$ cat src/rtl/cnrs_pkg.sv
// ----------------------------------------------------------------------------
// cnrs_pkg
// Shared types, constants and the saturating fit function for the cubic
// Newton root solver.
// ----------------------------------------------------------------------------
package cnrs_pkg;

    localparam int VALUE_WIDTH_DEF = 64;
    localparam int FRAC_BITS_DEF   = 32;
    localparam int DATA_W          = 64;
    localparam int COEF_W          = 16;
    localparam int CNT_W           = 16;
    localparam int IDX_W           = 8;

    localparam logic [COEF_W-1:0] CUBIC_RESET = 16'sd1;
    localparam logic [CNT_W-1:0]  ITER_RESET  = 16'd7800;

    localparam logic [IDX_W-1:0] REG_CUBIC    = 8'd0;
    localparam logic [IDX_W-1:0] REG_SQUARE   = 8'd1;
    localparam logic [IDX_W-1:0] REG_LINEAR   = 8'd2;
    localparam logic [IDX_W-1:0] REG_CONSTANT = 8'd3;
    localparam logic [IDX_W-1:0] REG_ITER     = 8'd4;

    typedef enum logic [3:0] {
        OP_X2 = 4'd0,
        OP_X3 = 4'd1,
        OP_F0 = 4'd2,
        OP_F1 = 4'd3,
        OP_F2 = 4'd4,
        OP_F3 = 4'd5,
        OP_D0 = 4'd6,
        OP_D1 = 4'd7,
        OP_D2 = 4'd8
    } op_t;

    typedef struct packed {
        logic load;
        logic mul_go;
        logic mul_wr;
        logic div_go;
        logic div_wr;
        op_t  op;
    } cmd_t;

    typedef struct packed {
        logic mul_done;
        logic div_done;
        logic fd_zero;
    } sts_t;

    typedef struct packed {
        logic              sat;
        logic [DATA_W-1:0] val;
    } fit_t;

    function automatic fit_t fit_value(input logic neg, input logic [127:0] m,
                                       input logic [DATA_W-1:0] lim_pos);
        logic [DATA_W:0] lim;
        fit_t            r;
        lim = neg ? ({1'b0, lim_pos} + 65'd1) : {1'b0, lim_pos};
        if (m[127:64] != 64'd0 || {1'b0, m[63:0]} > lim) begin
            r.sat = 1'b1;
            r.val = neg ? ~lim_pos : lim_pos;
        end
        else begin
            r.sat = 1'b0;
            r.val = neg ? (64'd0 - m[63:0]) : m[63:0];
        end
        return r;
    endfunction

endpackage

$ cat src/rtl/cnrs_ctrl.sv
// ----------------------------------------------------------------------------
// cnrs_ctrl
// Controller: sequences the nine multiplies, the zero-slope check, the
// division and the step count of each Newton step.
// ----------------------------------------------------------------------------
module cnrs_ctrl (
    input  logic                       clk,
    input  logic                       rst_n,
    input  logic                       start,
    input  logic [cnrs_pkg::CNT_W-1:0] iter_count,
    input  cnrs_pkg::sts_t             sts,
    output cnrs_pkg::cmd_t             cmd,
    output logic                       busy,
    output logic                       done,
    output logic                       flat
);

    typedef enum logic [6:0] {
        S_IDLE  = 7'b0000001,
        S_MGO   = 7'b0000010,
        S_MWAIT = 7'b0000100,
        S_CHECK = 7'b0001000,
        S_DGO   = 7'b0010000,
        S_DWAIT = 7'b0100000,
        S_DONE  = 7'b1000000
    } state_t;

    state_t                     state_reg, state_next;
    cnrs_pkg::op_t              op_reg, op_next;
    logic [cnrs_pkg::CNT_W-1:0] k_reg, k_next;
    logic                       flat_reg, flat_next;

    always_comb
    begin
        state_next = state_reg;
        op_next    = op_reg;
        k_next     = k_reg;
        flat_next  = flat_reg;
        cmd.load   = 1'b0;
        cmd.mul_go = 1'b0;
        cmd.mul_wr = 1'b0;
        cmd.div_go = 1'b0;
        cmd.div_wr = 1'b0;
        cmd.op     = op_reg;
        case (state_reg)
            S_IDLE:
            begin
                if (start)
                begin
                    cmd.load   = 1'b1;
                    k_next     = '0;
                    flat_next  = 1'b0;
                    op_next    = cnrs_pkg::OP_X2;
                    state_next = (iter_count == '0) ? S_DONE : S_MGO;
                end
            end
            S_MGO:
            begin
                cmd.mul_go = 1'b1;
                state_next = S_MWAIT;
            end
            S_MWAIT:
            begin
                if (sts.mul_done)
                begin
                    cmd.mul_wr = 1'b1;
                    if (op_reg == cnrs_pkg::OP_D2)
                    begin
                        state_next = S_CHECK;
                    end
                    else
                    begin
                        op_next    = cnrs_pkg::op_t'(op_reg + 4'd1);
                        state_next = S_MGO;
                    end
                end
            end
            S_CHECK:
            begin
                if (sts.fd_zero)
                begin
                    flat_next  = 1'b1;
                    state_next = S_DONE;
                end
                else
                begin
                    state_next = S_DGO;
                end
            end
            S_DGO:
            begin
                cmd.div_go = 1'b1;
                state_next = S_DWAIT;
            end
            S_DWAIT:
            begin
                if (sts.div_done)
                begin
                    cmd.div_wr = 1'b1;
                    k_next     = k_reg + 16'd1;
                    op_next    = cnrs_pkg::OP_X2;
                    state_next = (k_reg + 16'd1 == iter_count) ? S_DONE : S_MGO;
                end
            end
            S_DONE:
            begin
                state_next = S_IDLE;
            end
            default:
            begin
                state_next = S_IDLE;
            end
        endcase
    end

    always_ff @(posedge clk or negedge rst_n)
    begin
        if (!rst_n)
        begin
            state_reg <= S_IDLE;
            op_reg    <= cnrs_pkg::OP_X2;
            k_reg     <= '0;
            flat_reg  <= 1'b0;
        end
        else
        begin
            state_reg <= state_next;
            op_reg    <= op_next;
            k_reg     <= k_next;
            flat_reg  <= flat_next;
        end
    end

    assign busy = (state_reg != S_IDLE);
    assign done = (state_reg == S_DONE);
    assign flat = flat_reg;

endmodule

$ cat config.mk
export PLATFORM = sky130hd
export DESIGN_NAME = cnrs_ctrl
export DESIGN_NICKNAME = d
export VERILOG_FILES = /design/src/rtl/cnrs_pkg.sv /design/src/rtl/cnrs_ctrl.sv
export SDC_FILE = /design/constraint.sdc
export NUM_CORES = 1
export LEC_CHECK = 0
export BUFFER_PORTS_ARGS = -buffer_cell sky130_fd_sc_hd__clkbuf_2
export CAP_MARGIN = 0
export CORE_MARGIN = 4
export CORE_UTILIZATION = 25
export DETAILED_ROUTE_END_ITERATION = 12
export GPL_TIMING_DRIVEN = 0
export PLACE_DENSITY_LB_ADDON = 0.08
export SETUP_SLACK_MARGIN = 0.5
export SYNTH_ARGS = -nofsm -noshare
export SYNTH_HDL_FRONTEND = slang
export SYNTH_SLANG_ARGS = --single-unit
$ cat constraint.sdc
create_clock -name clk -period 2.6 [get_ports clk]
set_input_delay 0.39 -clock clk [delete_from_list [all_inputs] [get_ports clk]]
set_output_delay 0.39 -clock clk [all_outputs]
set_load 0.03 [all_outputs]
Word-level counts from Yosys, hierarchy flattened

Cells that the tools add are included.

Flip-flop bits (word level): 28
Output and inout port bits: 12
Input bits: 22

Add/sub/neg operators: 2
Multiplexer cells: 27
Equal/unequal tests: 15
Reductions and logical operators: 8

Operators by type and width:

| operator                | number |
|---|---|
| $mux W7                 | 6 |
| $pmux W7 S6             | 1 |
| $mux W16                | 2 |
| $pmux W16 S2            | 1 |
| $mux W4                 | 5 |
| $add A16 B1 Y16 const B | 1 |
| $eq A16 B16 Y1          | 1 |
| $logic_not A16 Y1       | 1 |
| $pmux W4 S3             | 1 |
| $mux W1                 | 10 |
| $ne A2 B2 Y1 const B    | 5 |
| $reduce_and A3 Y1       | 3 |
| $eq A7 B1 Y1 const B    | 1 |
| $eq A7 B2 Y1 const B    | 1 |
| $eq A7 B3 Y1 const B    | 1 |
| $eq A7 B4 Y1 const B    | 1 |
| $eq A7 B5 Y1 const B    | 1 |
| $eq A7 B6 Y1 const B    | 1 |
| $eq A7 B7 Y1 const B    | 1 |
| $ne A7 B1 Y1 const B    | 1 |
| $reduce_and A5 Y1       | 1 |
| $add A4 B1 Y4 const B   | 1 |
| $eq A4 B4 Y1 const B    | 1 |
| $reduce_bool A2 Y1      | 2 |
| 2 further kinds         | 2 |

Depth between registers and ports, before layout

Gate-level depths: netlist of the first run.

Word-level depth: 5
Mapped depth: 10

Worst setup path after synthesis of the first run

OpenSTA, ideal clock, no wires.

Path kind: reg2out
From: register state_reg[5]
To: output cmd[5] (netlist name)
Required time: 2.210 ns
Arrival time: 1.799 ns
Path slack: 0.411 ns
Cell stages (with the launch flop): 4
Cell sequence: dfrtp_1 -> nor2_1 -> nand2_1 -> nor4b_1

RTL lines:

| item                   | line             | RTL |
|---|---|---|
| start, declared        | cnrs_ctrl.sv:28  | `state_t state_reg, state_next;` |
| start signal, assigned | cnrs_ctrl.sv:127 | `state_reg <= state_next;` |
| end, declared          | cnrs_ctrl.sv:12  | `output cnrs_pkg::cmd_t cmd,` |

Final worst setup path of the first run

From: register k_reg[1] (netlist name)
To: register state_reg[1]

Longest elaborated chain between the ends: 5

RTL lines:

| item                   | line             | RTL |
|---|---|---|
| start, declared        | cnrs_ctrl.sv:30  | `logic [cnrs_pkg::CNT_W-1:0] k_reg, k_next;` |
| start signal, assigned | cnrs_ctrl.sv:129 | `k_reg <= k_next;` |
| $add A16 B1 Y16        | cnrs_ctrl.sv:102 | `state_next = (k_reg + 16'd1 == iter_count) ? S_DONE : S_MGO;` |
| $eq A16 B16 Y1         | cnrs_ctrl.sv:102 |  |
| $mux W7                | cnrs_ctrl.sv:102 |  |
| $mux W7                | cnrs_ctrl.sv:97  | `if (sts.div_done)` |
| $pmux W7 S6            | cnrs_ctrl.sv:45  | `case (state_reg)` |

No other way between the ends. The select of a mux whose other input is x is not followed.
A chain may end at the register's enable or synchronous reset.

==> out/qor.csv, run 1 <==
metric;value;unit
worstPathRequired;2780;ps
cts_tree;yes;
final_cell_mix;buf_4, clkbuf_2, o21ai_0;
finalCritPeriodShare;0.805;
synth_nets;270;
crit_path_cell_trace;ha_4 -> nand4_4 -> nor3_4 -> nand3_2 -> xnor2_2 -> a31oi_2 -> a31oi_1 -> o21ba_1;
dr_wl_met3;215;um
cts_made_buffers;3;
relSlewSlack;0.486;
fill_cells;865;
io_pins;34;
synth_flop_cell;dfrtp_1;
fin_area;0.00302;mm^2
synth_edf_count;0;
critPathSlowestCell;dfrtp_2;
top_layer;met4;
die_y;100;um
vias;2121;
wl_met2;3410;um
gr-total-overflow;0;
wl_met1;3020;um
cap_viol_max_count;0;
cpPeakStageDelay;450;ps
wire_per_inst;15.9;um
routed_via_density;5.04;
postSynthAreaPerCell;8.71;um^2
netlist_area;0.00213;mm^2
die_w;100;um
drc_errors;0;
start_util;0.258;
synth.area.top_cells;dfrtp_1, xnor2_1, o21ai_0;
finalHoldViolCount;0;
grt_usage;0.134;
critPathLaunchType;flop;
io_buffer_count;33;
grt_pass1_vias;2071;
cts_max_path_buffers;2;
mostFrequentLayoutCell;buf_4;
finalNetCount;342;
rr_endpoint;state_reg[1];
hold-worst-slack;161;ps
dp_slack;-119;ps
clock_latency;280;ps
dpl-instance-area;0.00244;mm^2
syn-instance-count;245;
gp_congestion;0.791;
critPathKind;reg2reg;
fmax;478;MHz
drive_above_1_share;0.415;
cts_root_buf;clkbuf_8;
rr_startpoint;k_reg[1];
drtPass1Iterations;4;
endpoint;state_reg[1];
drv_slew;0;
drt_iter0_markers;71;
cp-end-kind;flop;
rsz0062_at_grt;yes;
wl;6710;um
largest_register_ffs;16;
antenna_found_initial;0;
rows;33;
cellLeakagePower;0.00131;uW
postRouteAntennaNets;0;
arrival;2280;ps
async_flop_share;1.00;
finalCriticalPeriod;2090;ps
power_density;473;mW/mm^2
grt_pass1_wl;10600;um
worstMarginPinSlew;771;ps
post_synth_num_cell_types;56;
outcome;finished, final reports clean;
yosysTopAreaCell;dfrtp_1;
setup.worst_path.start;k_reg[1];
core;0.00826;mm^2
yosysWarnings;0;
rrSetupSlack;510;ps
reg2reg_depth;8;
worstPathMaxFanout;6;
clock-sinks;28;
final.setup.worst_slack;508;ps
ys_seq_area_frac;0.329;
path_clk_slew;110;ps
fin_tns_setup;0;ps
postCtsHoldBufs;0;
htree_levels;1;
finClkSkew;4.17;ps
grt_max_degree;29;
ir_drop;0.246;mV
hp-class;in2async;
num_antenna_cells;0;
synth_top_cell_area_share;0.317;
post-dp-hpwl;4800;um
ys_ff_latch;28;
setup_viol;0;
die-area;0.0101;mm^2
area_delta_synth_final;41.4;%
==> layout make-up <==
type	count	area, um^2	share of cell area
multi-input cells	200	1480	0.490
flip-flops and latches	28	709	0.235
repair buffers	67	475	0.158
plain buffers	12	131	0.0436
well taps	105	131	0.0436
clock buffers	3	41.3	0.0137
clock inverters	1	30.0	0.00995
inverters	5	18.8	0.00622
==> where the power goes <==
part	total (uW)	switching, uW	leakage (uW)	internal, uW
combinational	569	300	0.000899	269
sequential	494	34.2	0.000377	460
clock	363	157	0.0000357	207
total	1430	491	0.00131	935
==> logic make-up after synthesis <==
group                    share of synthesized area
flip-flops                                   0.329
XOR/XNOR                                     0.111
AO/OA/AOI/OAI                                0.178
adder cells (fa/ha/maj)                     0.0176
buffers and inverters                       0.0504
multiplexers                               0.00469
AND/OR/NAND/NOR                              0.309
==> per-stage QoR <==
step / utilization / power [uW] / instances
2_1_floorplan: - / 763 / 245
6_report: 0.365 / 1430 / 421
3_5_place_dp: 0.295 / 903 / 383
5_1_grt: 0.365 / 1520 / 421
4_1_cts: 0.340 / 1370 / 407
3_3_place_gp: 0.295 / 905 / 383
==> timing repair <==
item                       4_1_cts  5_1_grt
pin swaps                        8       19
gates resized for setup         41       35
buffers inserted                20       14
setup endpoints to repair       23       20
==> cells in the mapped netlist (3+ instances only) <==
cell     number
nor3_1        8
and3_1        3
buf_2         4
nand4_1       7
o41ai_1       3
nand3_1       9
xnor2_1      19
nand2_1      23
o31ai_1       5
ha_1          3
nor2_1       21
xor2_1        8
and2_1        6
dfrtp_1      27
a31oi_1       3
inv_1         5
o21ai_0      28
nor3b_1       4
nor2b_1       3
a21oi_1       8
nor4_1        5
==> how the worst min path moves through the flow <==
stage / startpoint / end / slack (ps) / cells past startpoint
detailed placement: k_reg[15] / k_reg[15] / 500 / 1
CTS: rst_n / k_reg[5] / 200 / 1
global route: rst_n / k_reg[6] / 220 / 1
floorplan: rst_n / flat / 90 / 0
finish: rst_n / k_reg[0] / 160 / 1
global placement: flat / flat / 500 / 2
==> metal layers <==
metal  vias up  track usage
met3         6       0.0208
met2        34        0.230
li1       1044            -
met1      1037        0.177
met4         0       0.0301
met5         -            0
==> critical path, delay by kind of cell, from the launching register on <==
kind | cells | cell delay, ps
AO/OA/AOI/OAI | 3 | 540
XOR/XNOR | 1 | 180
adder cells (fa/ha/maj) | 1 | 200
flip-flops | 1 | 450
AND/OR/NAND/NOR | 3 | 610
(Power assumes the default switching activity.)
==> inputs of run 2 (changes only) <==
==> constraint.sdc (replaced) <==
create_clock -name clk -period 1.9 [get_ports clk]
set_input_delay 0.285 -clock clk [delete_from_list [all_inputs] [get_ports clk]]
set_output_delay 0.285 -clock clk [all_outputs]
set_load 0.03 [all_outputs]
==> run 2 against run 1 <==
Compared with the run above:
- the flow now finishes with violations (setup timing)
- final area is 9.2% higher
- count of clock-buffer cells in the layout is 1 higher
- flip-flop and latch count stayed put
- worst hold slack worse by 88 ps
- power is 43% higher
- register-to-register slack worse by 640 ps
- final cell count is 0.48% higher
- sequential share of layout area is 1.9 points lower
- die area stayed put
- first-iteration DRC count is 2.8% higher
- critical path type is now reg2out
- largest cell class unchanged
- largest power group unchanged
- highest routed layer unchanged
==> out/qor.csv, run 2 (synthesis results as in run 1) <==
metric;value;unit;change
clock-sinks;28;;unchanged
finalCritPeriodShare;1.07;;
cts_max_path_buffers;2;;unchanged
total_power;2040;uW;was 1430 uW
outcome;complete, but fails checks;;was finished, final reports clean
finalCriticalPeriod;2040;ps;
die-area;0.0101;mm^2;unchanged
critPathKind;reg2out;;was reg2reg
worstMarginPinSlew;820;ps;was 771 ps
grt_pass1_wl;11600;um;was 10600 um
largest_register_ffs;16;;unchanged
vias;2080;;was 2121
path_clk_slew;110;ps;about the same
finalNetCount;344;;was 342
arrival;1760;ps;was 2280 ps
drive_above_1_share;0.513;;was 0.415
gr-total-overflow;0;;unchanged
core;0.00826;mm^2;unchanged
worstPathMaxFanout;2;;was 6
cts_made_buffers;3;;unchanged
routed_via_density;4.92;;was 5.04
setup_viol;19;;was 0
num_antenna_cells;0;;unchanged
antenna_found_initial;0;;unchanged
cp-end-kind;output port;;was flop
cap_viol_max_count;0;;unchanged
area_delta_synth_final;54.4;%;was 41.4%
hp-class;in2async;;unchanged
cts_tree;yes;;unchanged
postRouteAntennaNets;0;;unchanged
post-dp-hpwl;4780;um;was 4800 um
grt_max_degree;29;;unchanged
htree_levels;1;;unchanged
gp_congestion;0.761;;was 0.791
rsz0062_at_grt;yes;;unchanged
drt_iter0_markers;73;;was 71
clock_latency;290;ps;was 280 ps
relSlewSlack;0.453;;was 0.486
rrSetupSlack;-130;ps;was 510 ps
ir_drop;0.229;mV;was 0.246 mV
power_density;619;mW/mm^2;was 473 mW/mm^2
fmax;490;MHz;
hold-worst-slack;73.3;ps;was 161 ps
violations;setup timing;;
fin_tns_setup;-967;ps;was 0 ps
grt_pass1_vias;2131;;was 2071
rows;33;;unchanged
drtPass1Iterations;4;;unchanged
drc_errors;0;;unchanged
dpl-instance-area;0.00259;mm^2;was 0.00244 mm^2
critPathLaunchType;flop;;unchanged
final.setup.worst_slack;-142;ps;was 508 ps
cts_root_buf;clkbuf_8;;unchanged
io_pins;34;;unchanged
finClkSkew;3.55;ps;was 4.17 ps
worstPathRequired;1620;ps;was 2780 ps
grt_usage;0.146;;was 0.134
wl;7160;um;was 6710 um
reg2reg_depth;7;;was 8
drv_slew;0;;unchanged
cellLeakagePower;0.00143;uW;was 0.00131 uW
fin_util;0.399;;was 0.365
die_y;100;um;unchanged
finalHoldViolCount;0;;unchanged
final_cell_mix;buf_4, clkbuf_2, xnor2_1, dfrtp_1, nand2_1;;was buf_4, clkbuf_2, o21ai_0
die_w;100;um;unchanged
start_util;0.258;;unchanged
wire_per_inst;16.9;um;was 15.9 um
fin_area;0.00329;mm^2;was 0.00302 mm^2
io_buffer_count;33;;unchanged
[run 2: critical path, stage by stage, from the launching register on]
cell,delay (ps)
dfrtp_1,390
buf_6,120
nor4_4,270
and3_1,200
buf_6,110
nand2_4,50
inv_4,60
clkbuf_16,120
clkbuf_16,130
[run 2: cell type report]
cell class / count / area (um^2)
clock buffer: 4 / 55.1
buffer: 12 / 154
sequential: 28 / 712
multi-input combinational: 200 / 1660
inverter: 5 / 21.3
fill: 835 / 4960
timing repair buffer: 69 / 563
tap: 105 / 131
[run 2: metrics by stage]
step | worst slack, ps | std cells
after floorplan | 31.7 | 245
after global placement | -384 | 383
after detailed placement | -347 | 383
after CTS | -168 | 418
after global routing | -245 | 423
final | -142 | 423
[run 2: per-layer routing]
metal / vias to the layer above / wire (um) / GRT usage
li1: 1043 / - / -
met1: 990 / 3470 / 0.204
met2: 39 / 3290 / 0.228
met3: 8 / 283 / 0.0285
met4: 0 / 117 / 0.0415
met5: - / 0 / 0
[run 2: repair_timing]
item | 4_1_cts | 5_1_grt
endpoints found under the hold margin | 0 | 0
cloned | 1 | 0
hold buffers | 0 | 0
setup endpoints to repair | 31 | 34
pin swaps | 27 | 18
resized for setup | 55 | 36
setup buffers | 30 | 5
[run 2: worst paths after layout]
| path | start | to |
|---|---|---|
| worst max-delay path | state_reg[3] | cmd[4] |
| worst min-delay path | rst_n | k_reg[7] |
| worst max register to register | k_reg[3] | state_reg[1] |
| worst min register to register | flat | flat |
| max in group asynchronous | rst_n | state_reg[2] |
| min in group clk | sts[0] | state_reg[4] |
[run 2: where the power goes]
group          switching, uW  total [uW]  leakage (uW)  internal [uW]
registers               53.6         684      0.000374            630
clock network            217         404     0.0000288            187
logic                    505         950       0.00103            445
total                    775        2040       0.00143           1260
==> inputs of run 3 (changes only) <==
--- a/config.mk
+++ b/config.mk
@@ -5,6 +5,7 @@
 export SDC_FILE = /design/constraint.sdc
 export NUM_CORES = 1
 export LEC_CHECK = 0
+export ABC_AREA = 1
 export BUFFER_PORTS_ARGS = -buffer_cell sky130_fd_sc_hd__clkbuf_2
 export CAP_MARGIN = 0
 export CORE_MARGIN = 4
==> run 3 against run 2 <==
Compared with the run above:
- final cell count is 39% higher
- flip-flop and latch count stayed put
- first-iteration DRC count is 44% higher
- the flow still finishes with violations (setup timing)
- count of clock-buffer cells in the layout is 1 lower
==> out/qor.csv, run 3 <==
metric;value;unit;change
outcome;complete, but fails checks;;unchanged
violations;setup timing;;unchanged
start_util;0.257;;was 0.258
rsz0062_at_grt;yes;;unchanged
drt_iter0_markers;105;;was 73
grt_usage;0.153;;was 0.146
fill_cells;999;;was 835
top_layer;met4;;unchanged
synth.area.top_cells;dfrtp_1, nand2_1, nand3_1;;was dfrtp_1, xnor2_1, o21ai_0
synth_top_cell_area_share;0.283;;was 0.317
finalCriticalPeriod;1960;ps;was 2040 ps
finalHoldViolCount;0;;unchanged
postCtsHoldBufs;0;;unchanged
rr_startpoint;state_reg[0];;was k_reg[3]
setup_viol;9;;was 19
finClkSkew;5.32;ps;was 3.55 ps
die_w;106;um;was 100 um
htree_levels;1;;unchanged
cts_max_path_buffers;2;;unchanged
finalNetCount;484;;was 344
ys_seq_area_frac;0.294;;was 0.329
relSlewSlack;0.442;;was 0.453
multi_input_area;0.00171;mm^2;was 0.00166 mm^2
vias;2682;;was 2080
cellLeakagePower;0.00174;uW;was 0.00143 uW
gp_congestion;0.799;;was 0.761
die-area;0.0112;mm^2;was 0.0101 mm^2
core;0.00928;mm^2;was 0.00826 mm^2
gr-total-overflow;0;;unchanged
drtPass1Iterations;4;;unchanged
critPathKind;reg2out;;unchanged
worstPathRequired;1620;ps;about the same
synthMostInstantiatedCell;nand2_1;;was o21ai_0
postRouteAntennaNets;0;;unchanged
wire_per_inst;14.0;um;was 16.9 um
cts_made_buffers;3;;unchanged
drive_above_1_share;0.404;;was 0.513
clock-sinks;28;;unchanged
clock_latency;290;ps;about the same
syn-instance-count;369;;was 245
area_delta_synth_final;54.0;%;was 54.4%
synth_nets;394;;was 270
ys_ff_latch;28;;unchanged
yosysTopAreaCell;dfrtp_1;;unchanged
rrSetupSlack;-20;ps;was -130 ps
netlist_area;0.00239;mm^2;was 0.00213 mm^2
grt_max_degree;29;;unchanged
antenna_found_initial;0;;unchanged
fin_area;0.00368;mm^2;was 0.00329 mm^2
routed_via_density;4.57;;was 4.92
path_clk_slew;120;ps;was 110 ps
post-dp-hpwl;5900;um;was 4780 um
rows;35;;was 33
synth_common_cells;nand2_1, inv_1, nand3_1;;was o21ai_0, dfrtp_1, nand2_1
grt_pass1_wl;13600;um;was 11600 um
num_antenna_cells;0;;unchanged
cap_viol_max_count;0;;unchanged
fin_tns_setup;-219;ps;was -967 ps
finalCritPeriodShare;1.03;;was 1.07
hp-class;in2async;;unchanged
fmax;509;MHz;was 490 MHz
cts_root_buf;clkbuf_8;;unchanged
reg2reg_depth;10;;was 7
dr_wl_met3;212;um;was 283 um
ir_drop;0.436;mV;was 0.229 mV
wl_met1;3870;um;was 3470 um
drc_errors;0;;unchanged
cts_tree;yes;;unchanged
postSynthAreaPerCell;6.47;um^2;was 8.71 um^2
largest_register_ffs;16;;unchanged
worstMarginPinSlew;837;ps;was 820 ps
mostFrequentLayoutCell;nand2_1;;
regArea;711;um^2;was 712 um^2
arrival;1680;ps;was 1760 ps
async_flop_share;1.00;;unchanged
dp_slack;-150;ps;was -347 ps
hold-worst-slack;70.7;ps;was 73.3 ps
power_density;859;mW/mm^2;was 619 mW/mm^2
final_cell_mix;nand2_1, inv_1, nand3_1;;was buf_4, clkbuf_2, xnor2_1, dfrtp_1, nand2_1
rr_endpoint;k_reg[15];;was state_reg[1]
wl;8200;um;was 7160 um
synth_edf_count;0;;unchanged
dpl-instance-area;0.00280;mm^2;was 0.00259 mm^2
io_buffer_count;33;;unchanged
io_pins;34;;unchanged
final.setup.worst_slack;-63.6;ps;was -142 ps
die_y;106;um;was 100 um
critPathLaunchType;flop;;unchanged
cp-end-kind;output port;;unchanged
worstPathMaxFanout;2;;unchanged
drv_slew;0;;unchanged
yosysWarnings;0;;unchanged
wl_met2;4070;um;was 3290 um
grt_pass1_vias;2694;;was 2131
post_synth_num_cell_types;26;;was 56
synth_flop_cell;dfrtp_1;;unchanged
-- run 3: cell types whose count changed in the layout (fill, tap and decap cells not counted), sizes merged, moves of 6 or more --
| cell | delta |
|---|---|
| and2 | -7 |
| buf | +11 |
| clkbuf | -7 |
| inv | +64 |
| nand2 | +87 |
| nand3 | +52 |
| nor2 | +19 |
| nor3 | -6 |
| o21ai | -14 |
| o22ai | +8 |
| xnor2 | -19 |
| xor2 | -7 |
-- run 3: metrics by stage --
step,total power (uW),utilization,cells
after floorplan,1390,-,369
after global placement,1660,0.301,531
after detailed placement,1660,0.301,531
after CTS,2970,0.375,578
after global routing,3340,0.396,587
final,3160,0.396,587
-- run 3: repair_timing --
item | in CTS | in global routing
endpoints found under the setup margin | 33 | 34
gates cloned | 1 | 0
setup buffers | 42 | 9
resized for setup | 66 | 35
pin swaps | 22 | 22
hold endpoints to repair | 0 | 0
-- run 3: routing by layer --
metal  GRT usage  vias to the layer above
li1            -                     1384
met1       0.210                     1259
met2       0.263                       35
met3      0.0135                        4
met4      0.0278                        0
met5           0                        -
-- run 3: critical path, cell delays in order (launching register included) --
cell	delay (ps)
dfrtp_1	410
nor2_2	160
nand2_2	100
nor4_4	300
inv_2	90
nor2_4	170
buf_8	150
-- run 3: cell families after synthesis --
group                    Yosys count  synth area share
AO/OA/AOI/OAI                     29            0.0712
XOR/XNOR                           1           0.00367
adder cells (fa/ha/maj)            3            0.0157
buffers and inverters             70             0.113
flip-flops                        28             0.294
AND/OR/NAND/NOR                  238             0.502
-- run 3: cell type report --
cell class	count	share of cell area
Timing Repair Buffer	85	0.201
Tap cell	129	0.0439
Sequential cell	28	0.193
Clock buffer	3	0.0112
Buffer	1	0.00544
Inverter	69	0.0732
Multi-Input combinational cell	271	0.464
Clock inverter	1	0.00817
-- run 3: worst max-delay path by stage --
| stage | start | endpoint | slack, ps | depth (start not counted) |
|---|---|---|---|---|
| 6_report | state_reg[2] | cmd[4] | -60 | 6 |
| 5_1_grt | k_reg[1] | state_reg[6] | -200 | 11 |
| 4_1_cts | state_reg[3] | cmd[4] | -140 | 6 |
| 3_5_place_dp | state_reg[1] | cmd[4] | -150 | 6 |
| 3_3_place_gp | state_reg[1] | cmd[4] | -150 | 6 |
| 2_1_floorplan | state_reg[0] | k_reg[7] | 210 | 8 |
-- run 3: power by group --
group / internal (uW) / switching [uW] / total (uW) / leakage, uW
logic: 996 / 948 / 1940 / 0.00133
registers: 647 / 46.8 / 694 / 0.000373
clock network: 283 / 237 / 520 / 0.0000357
